File: src/sv/frm_pkg.sv
`timescale 1ns / 1ps
`default_nettype none
// ----------------------------------------------------------------------------
// frm_pkg
// Types and constants shared by the framed packet receiver.
// ----------------------------------------------------------------------------
package frm_pkg;

    localparam int DEF_MAX_FRAME_BYTES = 256;

    localparam logic [7:0] HEADER_RESET  = 8'hFE;
    localparam logic [7:0] END_RESET     = 8'hFA;
    localparam logic [7:0] MIN_LEN_RESET = 8'd5;
    localparam logic [7:0] LEN_FLOOR     = 8'd5;
    localparam logic [8:0] LEN_OVERHEAD  = 9'd3;
    localparam logic [8:0] WPOS_LIMIT    = 9'd511;

    localparam int CFG_INDEX_W = 2;
    localparam logic [CFG_INDEX_W-1:0] CFG_HEADER  = 2'd0;
    localparam logic [CFG_INDEX_W-1:0] CFG_END     = 2'd1;
    localparam logic [CFG_INDEX_W-1:0] CFG_MIN_LEN = 2'd2;

    localparam logic [1:0] ERR_NONE    = 2'd0;
    localparam logic [1:0] ERR_LENGTH  = 2'd1;
    localparam logic [1:0] ERR_END_BAD = 2'd2;

    typedef enum logic [3:0] {
        PH_HEAD1   = 4'd0,
        PH_HEAD2   = 4'd1,
        PH_LEN     = 4'd2,
        PH_ID      = 4'd3,
        PH_CMD     = 4'd4,
        PH_CONTENT = 4'd5,
        PH_CRCH    = 4'd6,
        PH_CRCL    = 4'd7,
        PH_END     = 4'd8
    } phase_t;

    typedef enum logic [1:0] {
        RD_NONE = 2'd0,
        RD_RAM  = 2'd1,
        RD_HEAD = 2'd2
    } rd_src_t;

endpackage
`default_nettype wire

File: src/sv/frm_ram.sv
`timescale 1ns / 1ps
`default_nettype none
// ----------------------------------------------------------------------------
// frm_ram
// Simple dual-port RAM, one write port and one registered read port.
// ----------------------------------------------------------------------------
module frm_ram #(
    parameter int WIDTH = 8,
    parameter int DEPTH = 256,
    localparam int AW = $clog2(DEPTH)
) (
    input  wire logic             clk,
    input  wire logic             we,
    input  wire logic [AW-1:0]    waddr,
    input  wire logic [WIDTH-1:0] wdata,
    input  wire logic             re,
    input  wire logic [AW-1:0]    raddr,
    output logic      [WIDTH-1:0] rdata
);

    logic [WIDTH-1:0] mem [DEPTH];

    always_ff @(posedge clk)
    begin
        if (we)
        begin
            mem[waddr] <= wdata;
        end
        if (re)
        begin
            rdata <= mem[raddr];
        end
    end

endmodule
`default_nettype wire

File: src/sv/framed_packet_receiver.sv
`timescale 1ns / 1ps
`default_nettype none
// ----------------------------------------------------------------------------
// framed_packet_receiver
// Parses a byte stream into framed packets and holds the last good frame
// for reading by index.
// ----------------------------------------------------------------------------
//  channel  | signals                                   | dir
//  ---------+-------------------------------------------+-----
//  input    | in_valid/in_ready, command, rx_byte,      | in
//           | read_index                                |
//  result   | out_valid/out_ready, frame_done,          | out
//           | frame_ready, frame_length, error_code,    |
//           | parser_phase, read_data                   |
//  config   | cfg_we, cfg_index, cfg_data               | in
//
// one request per cycle while the result register can take it; each result
// shows in the next cycle, read data from the single registered store port
// the result register parts the two sides: a new request is taken whenever
// the result register is empty or being taken in the same cycle
// reset returns the parser to the first header phase with no frame held;
// frame store contents are not cleared
// ----------------------------------------------------------------------------
module framed_packet_receiver
    import frm_pkg::*;
#(
    parameter int MAX_FRAME_BYTES = DEF_MAX_FRAME_BYTES
) (
    input  wire logic                   clk,
    input  wire logic                   rst_n,
    input  wire logic                   in_valid,
    output logic                        in_ready,
    input  wire logic                   command,
    input  wire logic [7:0]             rx_byte,
    input  wire logic [7:0]             read_index,
    output logic                        out_valid,
    input  wire logic                   out_ready,
    output logic                        frame_done,
    output logic                        frame_ready,
    output logic [8:0]                  frame_length,
    output logic [1:0]                  error_code,
    output logic [3:0]                  parser_phase,
    output logic [7:0]                  read_data,
    input  wire logic                   cfg_we,
    input  wire logic [CFG_INDEX_W-1:0] cfg_index,
    input  wire logic [7:0]             cfg_data
);

    localparam int ADDR_W = $clog2(MAX_FRAME_BYTES);
    localparam logic [8:0] STORE_SIZE = 9'(MAX_FRAME_BYTES);

    // configuration
    logic [7:0] header_byte_reg;
    logic [7:0] end_byte_reg;
    logic [7:0] min_length_reg;

    // parser state
    phase_t     phase_reg, phase_next;
    logic [8:0] write_pos_reg, write_pos_next;
    logic [7:0] length_reg, length_next;
    logic [7:0] prev_byte_reg;
    logic       ready_reg, ready_next;
    logic [8:0] held_len_reg, held_len_next;
    logic [7:0] head0_reg, head1_reg;

    // result register
    logic       out_valid_reg;
    logic       done_reg, done_next;
    logic       rdy_out_reg;
    logic [8:0] len_out_reg;
    logic [1:0] err_reg, err_next;
    phase_t     phase_out_reg;
    rd_src_t    rd_src_reg, rd_src_next;
    logic [7:0] rd_head_reg;

    // store access
    logic              put;
    logic              head_both;
    logic              ram_we;
    logic              ram_re;
    logic [7:0]        ram_q;
    logic [ADDR_W-1:0] ram_waddr;
    logic [8:0]        put_pos;

    logic       accept;
    logic       take_byte;
    logic       dbl_head;
    logic       is_head;
    logic       len_ok;
    logic [7:0] len_floor;
    logic [8:0] wpos_inc;
    logic [8:0] wpos_adv;
    logic       wpos_in_store;
    logic       rd_in_store;

    assign in_ready  = !out_valid_reg || out_ready;
    assign accept    = in_valid && in_ready;
    assign take_byte = accept && !command;

    assign is_head       = rx_byte == header_byte_reg;
    assign dbl_head      = (prev_byte_reg == header_byte_reg) && is_head;
    assign len_floor     = (min_length_reg < LEN_FLOOR) ? LEN_FLOOR : min_length_reg;
    assign len_ok        = (rx_byte >= len_floor)
                        && (({1'b0, rx_byte} + LEN_OVERHEAD) <= STORE_SIZE);
    assign wpos_inc      = write_pos_reg + 9'd1;
    assign wpos_adv      = (write_pos_reg < WPOS_LIMIT) ? wpos_inc : write_pos_reg;
    assign wpos_in_store = write_pos_reg < STORE_SIZE;
    assign rd_in_store   = {1'b0, read_index} < STORE_SIZE;

    // first header always lands at the start of the store
    assign put_pos = (phase_reg == PH_HEAD1) ? 9'd0 : write_pos_reg;

    // next phase
    always_comb
    begin
        phase_next = phase_reg;
        if (dbl_head)
        begin
            phase_next = PH_LEN;
        end
        else
        begin
            unique case (phase_reg)
                PH_HEAD1:   phase_next = is_head ? PH_HEAD2 : PH_HEAD1;
                PH_HEAD2:   phase_next = is_head ? PH_LEN : PH_HEAD1;
                PH_LEN:     phase_next = len_ok ? PH_ID : PH_HEAD1;
                PH_ID:      phase_next = PH_CMD;
                PH_CMD:     phase_next = (length_reg > LEN_FLOOR) ? PH_CONTENT : PH_CRCH;
                PH_CONTENT:
                begin
                    if (!wpos_in_store)
                    begin
                        phase_next = PH_HEAD1;
                    end
                    else if (wpos_inc >= {1'b0, length_reg})
                    begin
                        phase_next = PH_CRCH;
                    end
                end
                PH_CRCH:    phase_next = PH_CRCL;
                PH_CRCL:    phase_next = PH_END;
                PH_END:     phase_next = PH_HEAD1;
                default:    phase_next = PH_HEAD1;
            endcase
        end
    end

    // parser outputs and datapath updates
    always_comb
    begin
        put            = 1'b0;
        head_both      = 1'b0;
        write_pos_next = write_pos_reg;
        length_next    = length_reg;
        ready_next     = ready_reg;
        held_len_next  = held_len_reg;
        done_next      = 1'b0;
        err_next       = ERR_NONE;
        if (dbl_head)
        begin
            head_both      = 1'b1;
            write_pos_next = 9'd2;
        end
        else
        begin
            unique case (phase_reg)
                PH_HEAD1:
                begin
                    if (is_head)
                    begin
                        head_both      = 1'b0;
                        put            = 1'b1;
                        write_pos_next = 9'd1;
                    end
                end
                PH_HEAD2:
                begin
                    if (is_head)
                    begin
                        put            = 1'b1;
                        write_pos_next = wpos_adv;
                    end
                    else
                    begin
                        write_pos_next = '0;
                    end
                end
                PH_LEN:
                begin
                    put = 1'b1;
                    if (len_ok)
                    begin
                        length_next    = rx_byte;
                        write_pos_next = wpos_adv;
                    end
                    else
                    begin
                        length_next    = '0;
                        write_pos_next = '0;
                        ready_next     = 1'b0;
                        err_next       = ERR_LENGTH;
                    end
                end
                PH_CONTENT:
                begin
                    if (wpos_in_store)
                    begin
                        put            = 1'b1;
                        write_pos_next = wpos_adv;
                    end
                    else
                    begin
                        length_next    = '0;
                        write_pos_next = '0;
                        ready_next     = 1'b0;
                        err_next       = ERR_LENGTH;
                    end
                end
                PH_ID, PH_CMD, PH_CRCH, PH_CRCL:
                begin
                    put            = 1'b1;
                    write_pos_next = wpos_adv;
                end
                PH_END:
                begin
                    if (rx_byte == end_byte_reg)
                    begin
                        put            = 1'b1;
                        write_pos_next = wpos_adv;
                        ready_next     = 1'b1;
                        held_len_next  = {1'b0, length_reg} + LEN_OVERHEAD;
                        done_next      = 1'b1;
                    end
                    else
                    begin
                        err_next = ERR_END_BAD;
                    end
                end
                default:
                begin
                    put = 1'b0;
                end
            endcase
        end
    end

    // head bytes live in registers, the rest in the store
    assign ram_we    = take_byte && put && (put_pos < STORE_SIZE) && (put_pos >= 9'd2);
    assign ram_waddr = put_pos[ADDR_W-1:0];
    assign ram_re    = accept && command && rd_in_store && (read_index >= 8'd2);

    always_comb
    begin
        priority if (!command || !rd_in_store)
        begin
            rd_src_next = RD_NONE;
        end
        else if (read_index >= 8'd2)
        begin
            rd_src_next = RD_RAM;
        end
        else
        begin
            rd_src_next = RD_HEAD;
        end
    end

    frm_ram #(
        .WIDTH (8),
        .DEPTH (MAX_FRAME_BYTES)
    ) u_store (
        .clk   (clk),
        .we    (ram_we),
        .waddr (ram_waddr),
        .wdata (rx_byte),
        .re    (ram_re),
        .raddr (read_index[ADDR_W-1:0]),
        .rdata (ram_q)
    );

    // configuration registers
    always_ff @(posedge clk or negedge rst_n)
    begin
        if (!rst_n)
        begin
            header_byte_reg <= HEADER_RESET;
            end_byte_reg    <= END_RESET;
            min_length_reg  <= MIN_LEN_RESET;
        end
        else if (cfg_we)
        begin
            unique case (cfg_index)
                CFG_HEADER:  header_byte_reg <= cfg_data;
                CFG_END:     end_byte_reg    <= cfg_data;
                CFG_MIN_LEN: min_length_reg  <= cfg_data;
                default:     min_length_reg  <= min_length_reg;
            endcase
        end
    end

    // parser state
    always_ff @(posedge clk or negedge rst_n)
    begin
        if (!rst_n)
        begin
            phase_reg     <= PH_HEAD1;
            write_pos_reg <= '0;
            length_reg    <= '0;
            prev_byte_reg <= '0;
            ready_reg     <= 1'b0;
            held_len_reg  <= '0;
        end
        else if (take_byte)
        begin
            phase_reg     <= phase_next;
            write_pos_reg <= write_pos_next;
            length_reg    <= length_next;
            prev_byte_reg <= rx_byte;
            ready_reg     <= ready_next;
            held_len_reg  <= held_len_next;
        end
    end

    always_ff @(posedge clk)
    begin
        if (take_byte && (head_both || (put && (put_pos == 9'd0))))
        begin
            head0_reg <= rx_byte;
        end
        if (take_byte && (head_both || (put && (put_pos == 9'd1))))
        begin
            head1_reg <= rx_byte;
        end
    end

    // result register
    always_ff @(posedge clk or negedge rst_n)
    begin
        if (!rst_n)
        begin
            out_valid_reg <= 1'b0;
        end
        else if (accept)
        begin
            out_valid_reg <= 1'b1;
        end
        else if (out_ready)
        begin
            out_valid_reg <= 1'b0;
        end
    end

    always_ff @(posedge clk)
    begin
        if (accept)
        begin
            done_reg      <= take_byte && done_next;
            err_reg       <= command ? ERR_NONE : err_next;
            phase_out_reg <= command ? phase_reg : phase_next;
            rdy_out_reg   <= command ? ready_reg : ready_next;
            if (command)
            begin
                len_out_reg <= ready_reg ? held_len_reg : 9'd0;
            end
            else
            begin
                len_out_reg <= ready_next ? held_len_next : 9'd0;
            end
            rd_src_reg  <= rd_src_next;
            rd_head_reg <= read_index[0] ? head1_reg : head0_reg;
        end
    end

    always_comb
    begin
        unique case (rd_src_reg)
            RD_RAM:  read_data = ram_q;
            RD_HEAD: read_data = rd_head_reg;
            default: read_data = 8'd0;
        endcase
    end

    assign out_valid    = out_valid_reg;
    assign frame_done   = done_reg;
    assign frame_ready  = rdy_out_reg;
    assign frame_length = len_out_reg;
    assign error_code   = err_reg;
    assign parser_phase = phase_out_reg;

    // checks
    a_done_clean: assert property (@(posedge clk) disable iff (!rst_n)
        out_valid && frame_done |-> frame_ready && (error_code == ERR_NONE)
                                    && (parser_phase == PH_HEAD1))
        else $error("completed frame without ready flag or with error");

    a_len_zero: assert property (@(posedge clk) disable iff (!rst_n)
        out_valid && !frame_ready |-> frame_length == 9'd0)
        else $error("frame length shown with no frame held");

    a_read_quiet: assert property (@(posedge clk) disable iff (!rst_n)
        in_valid && in_ready && command |=> !frame_done && (error_code == ERR_NONE))
        else $error("read request reported frame event");

    a_read_keeps_phase: assert property (@(posedge clk) disable iff (!rst_n)
        in_valid && in_ready && command |=> $stable(phase_reg) && $stable(write_pos_reg))
        else $error("read request changed parser state");

endmodule
`default_nettype wire

File: config.mk
export PLATFORM = sky130hd
export DESIGN_NAME = framed_packet_receiver
export DESIGN_NICKNAME = d
export VERILOG_FILES = /design/src/sv/frm_pkg.sv /design/src/sv/frm_ram.sv /design/src/sv/framed_packet_receiver.sv
export SDC_FILE = /design/constraint.sdc
export NUM_CORES = 2
export LEC_CHECK = 0
export ABC_AREA = 0
export BUFFER_PORTS_ARGS = -buffer_cell sky130_fd_sc_hd__buf_2
export CORE_UTILIZATION = 68
export DETAILED_ROUTE_END_ITERATION = 7
export MAX_ROUTING_LAYER = met4
export PLACE_DENSITY = 0.83
export SETUP_SLACK_MARGIN = 0.3
export SLEW_MARGIN = 5
export SYNTH_ARGS = -nofsm -noshare
export SYNTH_HDL_FRONTEND = slang
export SYNTH_SLANG_ARGS = --single-unit
export TNS_END_PERCENT = 10
File: constraint.sdc
create_clock -name clk -period 5.15 [get_ports clk]
set_input_delay 0.2575 -clock clk [delete_from_list [all_inputs] [get_ports clk]]
set_output_delay 0.2575 -clock clk [all_outputs]
set_load 0.05 [all_outputs]
==> Word level (Yosys, flattened, before mapping) <==
Memory sizes are Yosys's and may differ from the RTL's. A register that Yosys moved wholly into a read port is not among the register bits.
Index checks and enable logic that the tools add are counted.
W data, S select, Z words.
{ "totals": {"ff_bits": 107, "ram_bits": 2048, "input_bits": 32, "output_inout_bits": 27, "mem_count": 1} }
{ "op_classes": {"n_addsub": 3, "n_lt_le_gt_ge": 10, "eq_ne": 19, "n_mux": 53, "bitwise_logic": 1, "n_reduce_logical": 34} }
{ "mem_list": {"columns": ["memory", "words", "width", "read_ports", "rd_clocked_by_memory_dff", "write_ports", "line_no", "source"], "rows": [
  ["u_store.mem", 256, 8, 1, 1, 1, "frm_ram.sv:21", "logic [WIDTH-1:0] mem [DEPTH];"]
]} }
{ "ops": {"columns": ["operator", "n"], "rows": [
  ["$mux W9", 14],
  ["$pmux W9 S6", 1],
  ["$mux W8", 4],
  ["$pmux W4 S8", 1],
  ["$pmux W8 S2", 2],
  ["$lt A9 B9 Y1 const B", 3],
  ["$eq A8 B8 Y1", 3],
  ["$mux W1", 19],
  ["$add A8 B2 Y9 const B", 2],
  ["$eq A4 B3 Y1 const B", 4],
  ["$mux W4", 4],
  ["$logic_and A1 B1 Y1", 14],
  ["$mux W2", 5],
  ["$add A9 B1 Y9 const B", 1],
  ["$eq A9 B1 Y1 const B", 1],
  ["$ge A9 B2 Y1 const B", 1],
  ["$ge A9 B8 Y1", 1],
  ["$le A9 B9 Y1 const B", 1],
  ["$logic_not A9 Y1", 1],
  ["$eq A4 B2 Y1 const B", 2],
  ["$ge A8 B2 Y1 const B", 1],
  ["$ge A8 B8 Y1", 1],
  ["$gt A8 B3 Y1 const B", 1],
  ["$lt A8 B3 Y1 const B", 1],
  ["21 further kinds", 32]
]} }

==> Depth between registers and ports, before layout <==
{ "logic_depth": {"ltp_word": 9, "mapped_depth": 14} }

==> Cells and area by module <==
A second synthesis with hierarchy kept.
{ "unflattened": {"hier_cells": 4258, "area_unflattened_um2": 85383.1} }
{ "by_module_without_submodules": {"columns": ["module", "instances", "cells_per_inst", "area_each_um2"], "rows": [
  ["frm_ram", 1, 3733, 79636.4],
  ["framed_packet_receiver", 1, 525, 5746.8]
]} }

==> Worst setup path after synthesis <==
No wires, ideal clock.
{ "synth_path": {"path_type": "reg2reg", "from": "register out_valid_reg (netlist: out_valid)", "to": "memory u_store.mem[144][0] (enable)", "setup_time_ns": 0.383, "t_arrival_ns": 3.243, "required_time_ns": 4.767, "setup_slack_ns": 1.524, "stages_incl_launch_ff": 10, "cell_sequence": "dfrtp_1 > nand2b_1 > nand2_1 > or2_2 > nor2_1 > o2111ai_2 > or3b_1 > buf_4 > buf_6 > nor3_1"} }
{ "synth_between": {"elab_chain_cells": 9} }
{ "synth_lines": {"columns": ["item", "line_no", "source"], "rows": [
  ["start, declared", "framed_packet_receiver.sv:67", "logic out_valid_reg;"],
  ["start signal, assigned", "framed_packet_receiver.sv:341", "out_valid_reg <= 1'b0;"],
  ["start signal, assigned", "framed_packet_receiver.sv:345", "out_valid_reg <= 1'b1;"],
  ["start signal, assigned", "framed_packet_receiver.sv:349", "out_valid_reg <= 1'b0;"],
  ["$logic_not A1 Y1", "framed_packet_receiver.sv:96", "assign in_ready = !out_valid_reg || out_ready;"],
  ["$logic_or A1 B1 Y1", "framed_packet_receiver.sv:96", null],
  ["net in_ready", "framed_packet_receiver.sv:32", "output logic in_ready,"],
  ["$logic_and A1 B1 Y1", "framed_packet_receiver.sv:97", "assign accept = in_valid && in_ready;"],
  ["$logic_and A1 B1 Y1", "framed_packet_receiver.sv:98", "assign take_byte = accept && !command;"],
  ["$logic_and A1 B1 Y1 (3 in series)", "framed_packet_receiver.sv:248", "assign ram_we = take_byte && put && (put_pos < STORE_SIZE) && (put_pos >= 9'd2);"],
  ["$mux W1", "frm_ram.sv:25", "if (we)"],
  ["$mux W1 (not written as such)", "frm_ram.sv:27", "mem[waddr] <= wdata;"],
  ["end, declared", "frm_ram.sv:21", null]
]} }
The timed path passes the listed nets, and every way through them passes these cells.

==> Worst setup path in the final report <==
{ "layout_path": {"from": "register header_byte_reg[4]", "to": "memory u_store.mem[148][3] (enable)"} }
{ "layout_between": {"elab_chain_cells": 9} }
{ "layout_lines": {"columns": ["item", "line_no", "source"], "rows": [
  ["start, declared", "framed_packet_receiver.sv:53", "logic [7:0] header_byte_reg;"],
  ["start signal, assigned", "framed_packet_receiver.sv:293", "CFG_HEADER: header_byte_reg <= cfg_data;"],
  ["$eq A8 B8 Y1", "framed_packet_receiver.sv:100", "assign is_head = rx_byte == header_byte_reg;"],
  ["$mux W1", "framed_packet_receiver.sv:169, framed_packet_receiver.sv:178", null],
  ["$pmux W1 S4", "framed_packet_receiver.sv:166", "unique case (phase_reg)"],
  ["$mux W1 *", "framed_packet_receiver.sv:159", "if (dbl_head)"],
  ["$logic_and A1 B1 Y1 * (3 in series)", "framed_packet_receiver.sv:248", null],
  ["$mux W1 *", "frm_ram.sv:25", null],
  ["$mux W1 (not written as such) *", "frm_ram.sv:27", null]
]} }
Mark *: on every way between the ends. The rest lies on a longest branch, timed or not.

==> flow_summary.toml <==
[timing]
tns_ns = 0
rsz0062_at_grt = "false"
hold_viol_final = 0
finalClockSkew_ns = 0.0241
setup_viol = 0
tightestPinTransition_ns = 1.50
slew_violations = 12
slew_headroom_pct = -0.455
period_minus_slack_ns = 4.64
fin_crit_sh_pct = 90.0
timing.fmax_ghz = 0.216

[grt]
grt_pass1_vias = 48218
antenna_found_initial = 13
overflow = 0
grtUsageTotal_pct = 39.1
grt_start_max_net_pins = 184
grt_pass1_wl_um = 338000

[cells_and_area]
areaGrowthSynthToFinish_pct = 12.3
largest_register_ffs = 2048
fin_nets = 4813
nFillCells = 6239
multi_input_area_mm2 = 0.0198
drive_above_1_share_pct = 23.7
seq_area_mm2 = 0.0647
regMostFlops = "u_store.mem"

[clock_network]
h-tree-depth = 4
cts.clk_slew.worst_paths_ns = 0.06
cts_tree = "built"
numClockSinks = 2163
cts_buffers = 200
cts_root_buf = "clkbuf_16"
clk_latency_ns = 0.85
clk_path_buf_depth = 3
cts-resized-gates = 0
postCtsSetupRepairBufs = 0

[floorplan]
die-width_um = 358
rows = 130
die_area_mm2 = 0.128
design.core.area_mm2 = 0.126
die_y_um = 358
initial_core_util_pct = 68.5
ios = 59

[detailed_routing]
via_per_inst = 7.48
drtAntennaViolNets = 0
drc_errors = 1
wirelength_um = 238000
vias = 49330
wl_per_cell_um = 36.1
drt-initial-drc-count = 8407
firstDrtPassIters = 8

[critical_path]
crit_path_max_fanout = 27
ff2ff_path_depth = 7
required_ns = 5.61
startpoint_type = "register"
crit_arrival_ns = 5.09
worst-r2r-setup-slack_ns = 0.51
timing_worst_setup_path_type = "register to register"
crit_path_end_kind = "register"

[outcome]
status = "finished, violations left"
violations = "DRC, capacitance limit, slew limit"

[placement]
place_congestion = 0.959
port_buffers = 58
place.detailed.hpwl_um = 137000

[synth]
synth-seq-cells = 2163
synth_top_area_cell = "edfxtp_1"
async_reset_ff_share_pct = 2.96
synth.area.top_cells = "edfxtp_1 (73%), mux4_2 (10%), mux2i_1 (3.7%)"
synth_area_mm2 = 0.0860
ys_warn_count = 0
synth_top_area_share_pct = 73.3
synth-edff-count = 2099
yosysSeqAreaShare_pct = 75.2
syn_inst = 4419
postSynthAreaPerCell_um2 = 19.5
synthDistinctLibCells = 72
synth_ff_type = "edfxtp_1"

[power]
p_total_w = 0.0380
leakagePower_nw = 31.5
ir_drop_mv = 0.407
powerDensity_mw_per_mm2 = 393

[run]
drv_cap = 2

[worst_hold_path]
hold_depth = 2
min_path_type = "input pin to register"
-- synthesized netlist by cell type (all sizes together), types with 10 or more instances --
library cell  count
o221ai          123
a22o             21
nor4             10
edfxtp         2099
clkbuf          146
nor2b            16
nand4            13
o21ai            51
nand2b           24
buf             145
mux2i           322
nor2            134
nand2            96
a21oi           112
a211oi           15
o22ai            66
ha               21
a31oi            17
xnor2            33
a22oi            24
inv              29
a221oi           14
dfstp            15
mux2             43
mux4            390
nand3            26
nor3            244
dfrtp            49
-- final timing paths --
kind	from	to
min in group asynchronous	rst_n	phase_reg[3]$_DFFE_PN0P_
max	header_byte_reg[4]$_DFFE_PN1P_	u_store.mem[148][3]$_DFFE_PP_
min reg2reg	held_len_reg[4]$_DFFE_PN0P_	held_len_reg[4]$_DFFE_PN0P_
max reg2reg	header_byte_reg[4]$_DFFE_PN1P_	u_store.mem[148][3]$_DFFE_PP_
max in group asynchronous	rst_n	write_pos_reg[0]$_DFFE_PN0P_
min	rx_byte[3]	u_store.mem[182][3]$_DFFE_PP_
-- worst max-delay path, stage by stage (launching register included) --
cell       delay [ns]
dfstp_2          0.57
xnor2_1          0.14
nand4_1          0.19
or3_1            0.45
a31oi_1          0.36
o2111ai_2        0.32
or3b_2           0.99
nor3_1           1.21
-- logic make-up (layout without fill, tap and decap cells) --
logic type,count (synthesis),after routing,synth area share (%)
buffers and inverters,320,811,1.93
muxes,755,755,14.5
xor gates and xnor gates,36,36,0.367
and+or+nand+nor,600,600,3.35
AOI/OAI and AO/OA,523,523,4.31
DFF,2163,2163,75.2
other,1,40,0.00436
adders and majority gates,21,21,0.306
-- area by class of cell --
| class | instances | share of cell area, % |
|---|---|---|
| Antenna cell | 24 | 0.0622 |
| Clock inverter | 122 | 1.33 |
| Clock buffer | 245 | 5.41 |
| Sequential cell | 2163 | 67.0 |
| Multi-Input combinational cell | 1951 | 20.5 |
| Tap cell | 1650 | 2.14 |
| Inverter | 29 | 0.115 |
| Timing Repair Buffer | 415 | 3.48 |
-- per-stage QoR --
stage / hold WS, ns / setup slack [ns] / util, % / std cells / cell area, um2
after floorplan: -0.0381 / 1.52 / - / 4434 / 86000
after global placement: 0.463 / 0.737 / 71.5 / 6189 / 89800
after detailed placement: 0.473 / 0.652 / 71.5 / 6189 / 89800
after CTS: 0.0156 / 0.583 / 76.8 / 6575 / 96500
after global routing: 0.0194 / 0.476 / 76.9 / 6587 / 96500
final: 0.0465 / 0.513 / 76.9 / 6599 / 96500
-- per-layer routing --
layer,up-vias,wire length (um),GRT usage (%)
met2,4803,110000,57.3
li1,19007,-,-
met1,24531,76800,49.1
met3,989,35300,12.3
met5,-,0,-
met4,0,15700,22.0
-- power breakdown --
group	total [W]	leakage [nW]	internal (W)	switching, W
Combinational	0.00354	8.61	0.00101	0.00253
Clock	0.0148	3.16	0.00830	0.00649
Sequential	0.0196	19.7	0.0195	0.000158
Total	0.0380	31.5	0.0288	0.00918
-- cells in the final DEF (no fill, tap or decap), types with 9 or more instances in the layout --
| master | n |
|---|---|
| mux2i_1 | 322 |
| nor2_1 | 132 |
| inv_1 | 27 |
| dfstp_2 | 15 |
| mux2_2 | 43 |
| a31oi_1 | 17 |
| o21ai_0 | 51 |
| buf_2 | 45 |
| clkbuf_1 | 42 |
| nand3_1 | 26 |
| nor3_1 | 240 |
| nor2b_1 | 15 |
| buf_12 | 19 |
| buf_4 | 321 |
| dfrtp_1 | 49 |
| nor4_1 | 9 |
| a22o_1 | 21 |
| clkbuf_8 | 9 |
| clkinv_2 | 39 |
| xnor2_1 | 33 |
| mux4_2 | 390 |
| o221ai_1 | 123 |
| o22ai_1 | 66 |
| clkinv_1 | 32 |
| nand4_1 | 13 |
| bufinv_16 | 21 |
| clkinvlp_4 | 11 |
| edfxtp_1 | 2099 |
| ha_1 | 21 |
| nand2_1 | 94 |
| dlygate4sd3_1 | 19 |
| a221oi_1 | 14 |
| diode_2 | 24 |
| a21oi_1 | 111 |
| clkbuf_16 | 202 |
| conb_1 | 16 |
| a22oi_1 | 24 |
| nand2b_1 | 21 |
| a211oi_1 | 15 |
| o2bb2ai_1 | 9 |
-- timing repair --
action | CTS | global route
hold endpoints to repair | 126 | 0
setup endpoints to repair | 0 | 0
hold buffers | 19 | 0
Note: power is estimated with default switching activity, not from simulation.
